File: config.mk
export PLATFORM = sky130hd
export DESIGN_NAME = keyed_slot_allocate_and_count_unit
export DESIGN_NICKNAME = d
export VERILOG_FILES = /design/src/rtl/ksac_pkg.sv /design/src/rtl/keyed_slot_allocate_and_count_unit.sv /design/src/rtl/ksac_cnt_ram.sv
export SDC_FILE = /design/constraint.sdc
export NUM_CORES = 2
export LEC_CHECK = 0
export ABC_CLOCK_PERIOD_IN_PS = 10100
export BUFFER_PORTS_ARGS = -buffer_cell sky130_fd_sc_hd__buf_2
export CAP_MARGIN = 20
export CORE_AREA = 5 5 529 531
export CTS_CLUSTER_DIAMETER = 150
export DETAILED_ROUTE_END_ITERATION = 6
export DIE_AREA = 0 0 534 536
export GPL_TIMING_DRIVEN = 0
export PLACE_DENSITY_LB_ADDON = 0.15
export SETUP_SLACK_MARGIN = 0.1
export SYNTH_ARGS = -nofsm -noshare
export SYNTH_HDL_FRONTEND = slang
export SYNTH_SLANG_ARGS = --single-unit
File: constraint.sdc
create_clock -name clk -period 10.1 [get_ports clk]
set_input_delay 0.505 -clock clk [delete_from_list [all_inputs] [get_ports clk]]
set_output_delay 0.505 -clock clk [all_outputs]
set_load 0.1 [all_outputs]
File: src/rtl/ksac_pkg.sv
`timescale 1ns / 1ps

package ksac_pkg;

  localparam int SLOTS        = 16;
  localparam int CNT_DEPTH    = SLOTS + 1;
  localparam int IDX_W        = $clog2(CNT_DEPTH);
  localparam int ID_W         = 32;
  localparam int PRI_W        = 8;
  localparam int CNT_W        = 64;
  localparam int SLOT_INDEX_W = 5;

  typedef logic [IDX_W-1:0] idx_t;
  typedef logic [CNT_W-1:0] cnt_t;

  typedef struct packed {
    logic en;
    idx_t addr;
    cnt_t data;
  } ram_wr_t;

  typedef enum logic {
    ST_IDLE,
    ST_BUSY
  } state_t;

endpackage

File: src/rtl/keyed_slot_allocate_and_count_unit.sv
`timescale 1ns / 1ps

// Per-key enqueue counter table. Each input word (work id, priority) is compared
// in parallel against all occupied slots on acceptance; the first empty or
// matching slot is taken, or the overflow slot (index SLOTS) when all slots hold
// other keys. The slot's 64-bit counter is then incremented by a read-modify-write
// of a counter RAM with separate read and write ports and a registered read,
// so one word passes through the accept phase (compare and RAM read) and the
// update phase (add, write back, load the result register). A result held by a
// stalled consumer stalls the update phase. Counters read as zero until first
// written, so no clearing pass is needed and the block is ready straight out of
// reset.
module keyed_slot_allocate_and_count_unit (
  input  logic                                clk,
  input  logic                                rst_n,
  input  logic                                in_valid,
  output logic                                in_ready,
  input  logic [ksac_pkg::ID_W-1:0]           in_work_id,
  input  logic [ksac_pkg::PRI_W-1:0]          in_priority_req,
  output logic                                out_valid,
  input  logic                                out_ready,
  output logic [ksac_pkg::SLOT_INDEX_W-1:0]   out_slot_index,
  output logic                                out_newly_allocated,
  output logic [ksac_pkg::CNT_W-1:0]          out_enqueue_count
);

  ksac_pkg::state_t state_r, state_nxt;

  logic [ksac_pkg::SLOTS-1:0]     used_r;
  logic [ksac_pkg::ID_W-1:0]      key_id_r  [ksac_pkg::SLOTS];
  logic [ksac_pkg::PRI_W-1:0]     key_pri_r [ksac_pkg::SLOTS];
  logic [ksac_pkg::CNT_DEPTH-1:0] cnt_vld_r;

  ksac_pkg::idx_t             idx_r;
  logic                       fresh_r;
  logic [ksac_pkg::ID_W-1:0]  id_r;
  logic [ksac_pkg::PRI_W-1:0] pri_r;
  logic                       rd_vld_r;

  logic                       out_valid_r;
  ksac_pkg::idx_t             out_idx_r;
  logic                       out_fresh_r;
  ksac_pkg::cnt_t             out_cnt_r;

  ksac_pkg::idx_t             pick_idx;
  logic                       pick_fresh;
  logic                       accept;
  logic                       finish;
  ksac_pkg::cnt_t             rd_data;
  ksac_pkg::cnt_t             cnt_sum;
  ksac_pkg::ram_wr_t          wr;

  // first empty or matching slot; scanned from the top so the lowest wins
  always_comb begin
    pick_idx   = ksac_pkg::idx_t'(ksac_pkg::SLOTS);
    pick_fresh = 1'b0;
    for (int i = ksac_pkg::SLOTS - 1; i >= 0; i--) begin
      if (!used_r[i] || (key_id_r[i] == in_work_id && key_pri_r[i] == in_priority_req)) begin
        pick_idx   = ksac_pkg::idx_t'(i);
        pick_fresh = !used_r[i];
      end
    end
  end

  assign accept  = in_valid && in_ready;
  assign finish  = (state_r == ksac_pkg::ST_BUSY) && (!out_valid_r || out_ready);
  assign cnt_sum = (rd_vld_r ? rd_data : '0) + ksac_pkg::cnt_t'(1);

  always_comb begin
    state_nxt = state_r;
    unique case (state_r)
      ksac_pkg::ST_IDLE: if (accept) state_nxt = ksac_pkg::ST_BUSY;
      ksac_pkg::ST_BUSY: if (finish) state_nxt = ksac_pkg::ST_IDLE;
      default:           state_nxt = ksac_pkg::ST_IDLE;
    endcase
  end

  always_comb begin
    in_ready = 1'b0;
    unique case (state_r)
      ksac_pkg::ST_IDLE: in_ready = 1'b1;
      ksac_pkg::ST_BUSY: in_ready = 1'b0;
      default:           in_ready = 1'b0;
    endcase
  end

  always_comb begin
    wr.en   = finish;
    wr.addr = idx_r;
    wr.data = cnt_sum;
  end

  ksac_cnt_ram u_cnt_ram (
    .clk     (clk),
    .rd_en   (accept),
    .rd_addr (pick_idx),
    .rd_data (rd_data),
    .wr      (wr)
  );

  always_ff @(posedge clk) begin
    if (!rst_n) begin
      state_r     <= ksac_pkg::ST_IDLE;
      used_r      <= '0;
      cnt_vld_r   <= '0;
      out_valid_r <= 1'b0;
    end else begin
      state_r <= state_nxt;
      if (finish) begin
        cnt_vld_r[idx_r] <= 1'b1;
        out_valid_r      <= 1'b1;
        for (int i = 0; i < ksac_pkg::SLOTS; i++) begin
          if (fresh_r && idx_r == ksac_pkg::idx_t'(i)) begin
            used_r[i] <= 1'b1;
          end
        end
      end else if (out_ready) begin
        out_valid_r <= 1'b0;
      end
    end
  end

  always_ff @(posedge clk) begin
    if (accept) begin
      idx_r    <= pick_idx;
      fresh_r  <= pick_fresh;
      id_r     <= in_work_id;
      pri_r    <= in_priority_req;
      rd_vld_r <= cnt_vld_r[pick_idx];
    end
    if (finish) begin
      out_idx_r   <= idx_r;
      out_fresh_r <= fresh_r;
      out_cnt_r   <= cnt_sum;
      for (int i = 0; i < ksac_pkg::SLOTS; i++) begin
        if (fresh_r && idx_r == ksac_pkg::idx_t'(i)) begin
          key_id_r[i]  <= id_r;
          key_pri_r[i] <= pri_r;
        end
      end
    end
  end

  assign out_valid           = out_valid_r;
  assign out_slot_index      = ksac_pkg::SLOT_INDEX_W'(out_idx_r);
  assign out_newly_allocated = out_fresh_r;
  assign out_enqueue_count   = out_cnt_r;

endmodule

File: src/rtl/ksac_cnt_ram.sv
`timescale 1ns / 1ps

module ksac_cnt_ram (
  input  logic              clk,
  input  logic              rd_en,
  input  ksac_pkg::idx_t    rd_addr,
  output ksac_pkg::cnt_t    rd_data,
  input  ksac_pkg::ram_wr_t wr
);

  ksac_pkg::cnt_t mem [ksac_pkg::CNT_DEPTH];
  ksac_pkg::cnt_t rd_data_r;

  always_ff @(posedge clk) begin
    if (wr.en) begin
      mem[wr.addr] <= wr.data;
    end
  end

  always_ff @(posedge clk) begin
    if (rd_en) begin
      rd_data_r <= mem[rd_addr];
    end
  end

  assign rd_data = rd_data_r;

endmodule

* Yosys cells after proc, flatten, opt, wreduce, memory -nomap -nowiden
Memory sizes are Yosys's and may differ from the RTL's. A register that Yosys moved wholly into a read port is not among the register bits.
Index checks and enable logic that the tools add are counted.
** Storage, ports and cells
- Bits in registers :: 152
- Bits in writable memories :: 1728
- Logic and storage cells :: 383
- Memories kept :: 3
** Cells by class
- Add/subtract/negate cells :: 1
- Order comparisons :: 3
- Equal/unequal tests :: 47
- Muxes and demuxes :: 183
- Bitwise operators :: 2
- Reductions and logical operators :: 117
** Memories
- u_cnt_ram.mem :: words 17, width 64, read ports 1, clocked after memory_dff 1, wr ports 1, line ksac_cnt_ram.sv:11 : ksac_pkg::cnt_t mem [ksac_pkg::CNT_DEPTH];
- key_id_r :: words 16, width 32, read ports 16, clocked after memory_dff 0, wr ports 1, line keyed_slot_allocate_and_count_unit.sv:30 : logic [ksac_pkg::ID_W-1:0] key_id_r [ksac_pkg::SLOTS];
- key_pri_r :: words 16, width 8, read ports 16, clocked after memory_dff 0, wr ports 1, line keyed_slot_allocate_and_count_unit.sv:31 : logic [ksac_pkg::PRI_W-1:0] key_pri_r [ksac_pkg::SLOTS];
** Operators by type and width (number)
- $eq 32x32->1 :: 16
- $mux 32 :: 15
- $reduce_or 32->1 :: 15
- $eq 8x8->1 :: 16
- $mux 4 :: 30
- $mux 8 :: 15
- $reduce_or 8->1 :: 15
- $mux 1 :: 102
- $mux 5 :: 16
- $add 64x1->64 const B :: 1
- $mux 64 :: 1
- $eq 5x4->1 const B :: 8
- $logic_and 1x1->1 :: 35
- $reduce_and 2->1 :: 16
- $eq 5x3->1 const B :: 4
- $logic_not 1->1 :: 17
- $logic_or 1x1->1 :: 17
- $or 17x17->17 :: 1
- $lt 5x6->1 const B :: 2
- $eq 5x2->1 const B :: 2
- $bmux 1 s5 :: 1
- $demux 1 s5 :: 1
- $eq 5x1->1 const B :: 1
- $ge 5x1->1 const B :: 1
- other kinds (4) :: 5

* Logic depth before layout (Yosys ltp)
- Depth after elaboration :: 21
- Mapped depth :: 16

* Modules after synthesis
Synthesis repeated with hierarchy kept, for this count alone.
** Unflattened totals
- Cell total of the unflattened synthesis :: 3959
- Area total of the unflattened synthesis :: 77134.0 um^2
** Modules (own cells, without submodules)
- ksac_cnt_ram :: times used 1, cells an instance 1797, area each 43673.1 um^2
- keyed_slot_allocate_and_count_unit :: times used 1, cells an instance 2162, area each 33460.8 um^2

* Worst setup path after synthesis
OpenSTA, ideal clock, no wires.
- Path type :: register to register
- Start point :: register out_valid_r (netlist: out_valid)
- End point :: memory u_cnt_ram.mem[16][0] in the netlist's numbering, enable pin
- Library setup time :: 670 ps
- Arrival :: 10291 ps
- Data required time :: 9430 ps
- Slack :: -861 ps
- Stages on the path, launching flop included :: 6
- Buffers on the path :: 1
- Period minus slack after synthesis :: 10961 ps
- Path through :: dfxtp_1 -> nand2b_1 -> and2_1 -> clkbuf_1 -> or3b_2 -> nor4b_1
** Between the ends
- Word-level cells in the longest chain between the ends :: 5
** Ends and longest elaborated chain
- start: declaration :: line keyed_slot_allocate_and_count_unit.sv:40 : logic out_valid_r;
- start signal: assignment :: line keyed_slot_allocate_and_count_unit.sv:106 : out_valid_r <= 1'b0;
- start signal: assignment :: line keyed_slot_allocate_and_count_unit.sv:111 : out_valid_r <= 1'b1;
- start signal: assignment :: line keyed_slot_allocate_and_count_unit.sv:118 : out_valid_r <= 1'b0;
- $logic_not 1->1 :: line keyed_slot_allocate_and_count_unit.sv:66 : assign finish = (state_r == ksac_pkg::ST_BUSY) && (!out_valid_r || out_ready);
- $logic_or 1x1->1 :: line keyed_slot_allocate_and_count_unit.sv:66
- $logic_and 1x1->1 :: line keyed_slot_allocate_and_count_unit.sv:66
- net finish :: line keyed_slot_allocate_and_count_unit.sv:48 : logic finish;
- $mux 1 :: line ksac_cnt_ram.sv:15 : if (wr.en) begin
- $mux 1 (not written as such) :: line ksac_cnt_ram.sv:16 : mem[wr.addr] <= wr.data;
- end: declaration :: line ksac_cnt_ram.sv:11
The timed path passes the listed nets, and every way through them passes these cells.

* Worst setup path in the final report
- Start point :: register rd_vld_r
- End point :: memory u_cnt_ram.mem[2][62] in the netlist's numbering (data pin)
** Between the ends
- Word-level cells in the longest chain between the ends :: 2
** Ends and longest elaborated chain
- start: declaration :: line keyed_slot_allocate_and_count_unit.sv:38 : logic rd_vld_r;
- start signal: assignment :: line keyed_slot_allocate_and_count_unit.sv:129 : rd_vld_r <= cnt_vld_r[pick_idx];
- $mux 64 :: line keyed_slot_allocate_and_count_unit.sv:67 : assign cnt_sum = (rd_vld_r ? rd_data : '0) + ksac_pkg::cnt_t'(1);
- $add 64x1->64 :: line keyed_slot_allocate_and_count_unit.sv:67
- net cnt_sum[62] :: line keyed_slot_allocate_and_count_unit.sv:50 : ksac_pkg::cnt_t cnt_sum;
The timed path passes the listed nets, and every way through them passes these cells.

==> flow_metrics.py <==
metrics = {
    "finish": {
        "layout.nets": 6068,
        "final_cell_count_no_fill": 9810,
        "areaGrowthSynthToFinish_pct": 18.9,
        "fillers": 26400,
        "ff_latch_area_mm2": 0.0580,
        "drive_above_1_share_pct": 14.6,
        "post-route-cell-area_mm2": 0.0975,
        "multi_input_gate_area_in_the_final_layout_mm2": 0.0212,
    },
    "yosys": {
        "ys_dominant_reg_cell": "sky130_fd_sc_hd__edfxtp_1",
        "synthesis.yosys.warnings": 0,
        "cell_taking_the_most_area_after_synthesis": "sky130_fd_sc_hd__edfxtp_1",
        "synth_area_per_cell_um2": 14.9,
        "synthDominantCellAreaShare_pct": 69.9,
        "post_synth_num_cell_types": 79,
        "synth_edf_count": 1909,
        "ys_async_sr_fraction_pct": 0,
        "netlist_top_cells_area": "sky130_fd_sc_hd__edfxtp_1 70%, sky130_fd_sc_hd__xor2_1 4.4%, sky130_fd_sc_hd__xnor2_1 3.0%, sky130_fd_sc_hd__o211ai_1 2.5%, sky130_fd_sc_hd__nand4_1 2.4%",
        "synth_nets": 5547,
        "yosysSeqAreaShare_pct": 70.8,
        "mappedNetlistArea_mm2": 0.0820,
        "ranking_of_synthesized_cells_by_instance_count": "1,909 x sky130_fd_sc_hd__edfxtp_1, 416 x sky130_fd_sc_hd__xor2_1, 316 x sky130_fd_sc_hd__nand4_1",
        "post_synth_inst_count": 5502,
        "synth.most_common_cell": "sky130_fd_sc_hd__edfxtp_1",
        "total_of_flip_flops_plus_latches_after_synthesis": 1944,
    },
    "worst_setup_path": {
        "worst_ep_required_time_ns": 10.63,
        "cpMostUsedCell": "sky130_fd_sc_hd__clkbuf_1",
        "cpLargestDelayFamily": "simple AND/OR/NAND/NOR gates",
        "worst_path_max_delay_cell": "sky130_fd_sc_hd__nor3_2",
        "cp_data_arrival_time_ns": 8.13,
        "cp_max_fo": 19,
        "critical_path_buf_inv_count": 8,
        "crit_path_cell_trace": "clkbuf_1, buf_16, clkbuf_1, clkbuf_1, buf_16, nand2_1, inv_1, ha_1, nand3_1, nor3_2, and2_1, nand4_1, or4_1, clkbuf_1, nor4_1, buf_2, nand3_1, xnor2_1, and2_1",
        "maximum_single_stage_delay_on_the_critical_path_ns": 0.84,
        "worst_setup_path_start_kind": "register",
        "timing.setup.critical_path_class": "register to register",
        "critPathCaptureType": "register",
    },
    "floorplan": {
        "top_level_ports": 116,
        "num_rows": 193,
        "initial_standard_cell_utilization_of_the_core_pct": 29.8,
        "core_region_area_mm2": 0.275,
        "design.die.area_mm2": 0.286,
        "die_height_um": 536,
        "chipWidth_um": 534,
    },
    "power_and_ir_drop": {
        "combPwrFrac_pct": 5.0,
        "switching_power_w": 0.00404,
        "swShare_pct": 23.0,
        "vdd.ir_drop.worst_uv": 137,
        "power.static_leakage_nw": 32.2,
        "power_per_cell_area_mw_per_mm2": 181,
        "sequentialPowerShare_pct": 51.4,
        "share_clk_of_total_power_pct": 43.6,
        "internal_power_w": 0.0136,
    },
    "timing": {
        "final-setup-viol-count": 0,
        "rsz0062_at_grt": "false",
        "fmax_ghz": 0.131,
        "final_min_period_over_clock_period_pct": 75.3,
        "fin_hold_viols": 0,
        "tightest_slew_ns": 1.27,
        "timing.max_slew.rel_slack_pct": 15.6,
        "post-route-worst-setup-slack_ns": 2.49,
        "final_period_minus_worst_setup_slack_ns": 7.61,
        "maxSlewViolCount": 0,
        "hold_slack_ns": 0.198,
        "timing.clock.skew_ns": 0.0708,
    },
    "clocking": {
        "clk_latency_ns": 0.90,
        "clk_pin_slew_ns": 0.06,
        "post-cts-setup-buffers": 0,
        "cts_max_level": 4,
        "numCtsBuffers": 219,
        "cts_tree": "done",
        "cts_buffer_depth": 4,
        "tritoncts_sink_count": 1944,
        "clk_root_buffer_cell": "sky130_fd_sc_hd__clkbuf_16",
    },
    "detailed_routing": {
        "drt_pre_antenna_iters": 5,
        "drt-initial-drc-count": 5324,
        "route.detailed.vias_per_inst": 5.19,
        "antenna_viol_nets_final": 0,
        "routed_wire_length_per_instance_um": 30.1,
        "drcViolationCount": 0,
        "via_count": 51000,
        "routed_wl_mm": 296,
    },
    "placed_design": {
        "place.gp.congestion": 0.792,
        "detailed_place.area_mm2": 0.0903,
        "port-buffer-count": 114,
        "dp_worst_setup_slack_ns": 2.61,
        "dp.final_hpwl_mm": 202,
        "cell_total_after_placement": 9365,
    },
    "run": {
        "max-cap-violations": 0,
    },
    "grt": {
        "gr-total-overflow": 0,
        "grt_pass1_wl_mm": 408,
        "number_of_global_route_vias_before_repair": 49900,
        "antenna_violations_before_repair": 38,
        "grt_start_max_net_pins": 44,
        "groute.usage.overall_pct": 20.1,
    },
    "run_status": {
        "status": "finished, final reports clean",
    },
    "hold_path": {
        "hp-class": "primary input to register",
    },
}
==> final timing paths <==
check | slack [ns] | depth (start not counted) | startpoint | end
setup / recovery | 2.49 | 19 | rd_vld_r | u_cnt_ram.mem[2][62]
hold / removal | 0.20 | 2 | rst_n | cnt_vld_r[16]
setup reg to reg | 2.49 | 19 | rd_vld_r | u_cnt_ram.mem[2][62]
hold reg to reg | 0.47 | 1 | used_r[12] | used_r[12]
==> what timing repair did <==
action	4_1_cts	5_1_grt
hold buffers	42	0
gates resized for setup	0	0
endpoints found under the hold margin	42	0
==> metrics by stage <==
stage                     power, W  setup TNS, ns  util, %
after floorplan            0.00963              0        -
after detailed placement    0.0101              0     32.8
final                       0.0176              0     35.4
after global routing        0.0181              0     35.4
after global placement      0.0100       -5882.44     31.6
after CTS                   0.0178              0     35.4
==> cells in the final DEF, fill, tap and decap left out, types with 123 or more instances in the layout <==
cell type                   count
sky130_fd_sc_hd__and4_1       172
sky130_fd_sc_hd__clkbuf_1     266
sky130_fd_sc_hd__nor4_1       123
sky130_fd_sc_hd__inv_1        181
sky130_fd_sc_hd__nand4_1      316
sky130_fd_sc_hd__nor2_1       148
sky130_fd_sc_hd__nand2_1      130
sky130_fd_sc_hd__xor2_1       410
sky130_fd_sc_hd__o21ai_0      203
sky130_fd_sc_hd__a21oi_1      198
sky130_fd_sc_hd__edfxtp_1    1909
sky130_fd_sc_hd__o211ai_1     278
sky130_fd_sc_hd__buf_2        205
sky130_fd_sc_hd__xnor2_1      272
sky130_fd_sc_hd__clkbuf_16    222
==> layer usage <==
metal / part of all wire, % / track usage (%) / vias up
met2: 45 / 31.4 / 1739
met5: 0.0058 / 0 / -
met3: 6.0 / 2.96 / 345
li1: - / - / 22300
met1: 46 / 29.3 / 26600
met4: 2.4 / 5.08 / 4
==> area by class of cell <==
cell class	instances	share of cell area, %
flip-flops and latches	1944	59.5
multi-input cells	2958	21.8
diodes	12	0.0308
clock inverters	99	0.806
well taps	3607	4.63
inverters	183	0.707
clock buffers	290	6.05
repair buffers	300	4.05
plain buffers	417	2.39
==> power groups by stage <==
| stage | Sequential, W | Clock (W) | Combinational, W |
|---|---|---|---|
| 6_report | 0.00905 | 0.00766 | 0.000880 |
| 5_1_grt | 0.00906 | 0.00815 | 0.000922 |
| 4_1_cts | 0.00905 | 0.00782 | 0.000889 |
| 3_5_place_dp | 0.00922 | 0 | 0.000873 |
| 3_3_place_gp | 0.00930 | 0 | 0.000727 |
| 2_1_floorplan | 0.00930 | 0 | 0.000335 |
==> kinds of logic (layout without fill, tap and decap cells) <==
family	Yosys count	in the layout	share of synthesized area (%)
flip-flops	1944	1944	70.8
AND/OR/NAND/NOR	1177	1177	9.00
AO/OA/AOI/OAI	968	968	7.61
XOR/XNOR	697	697	7.45
buffers and inverters	600	1289	3.67
multiplexers	115	115	1.45
adder cells (fa/ha/maj)	1	1	0.0153
other	0	12	0
==> registers in the layout, summed over array words and instances (netlist names), 5 cells and up <==
signal             flops
u_cnt_ram.mem       1088
key_id_r             512
key_pri_r            128
out_enqueue_count     64
u_cnt_ram.rd_data     64
id_r                  32
cnt_vld_r             17
used_r                16
pri_r                  8
idx_r                  5
out_slot_index         5
(Power assumes the default switching activity.)
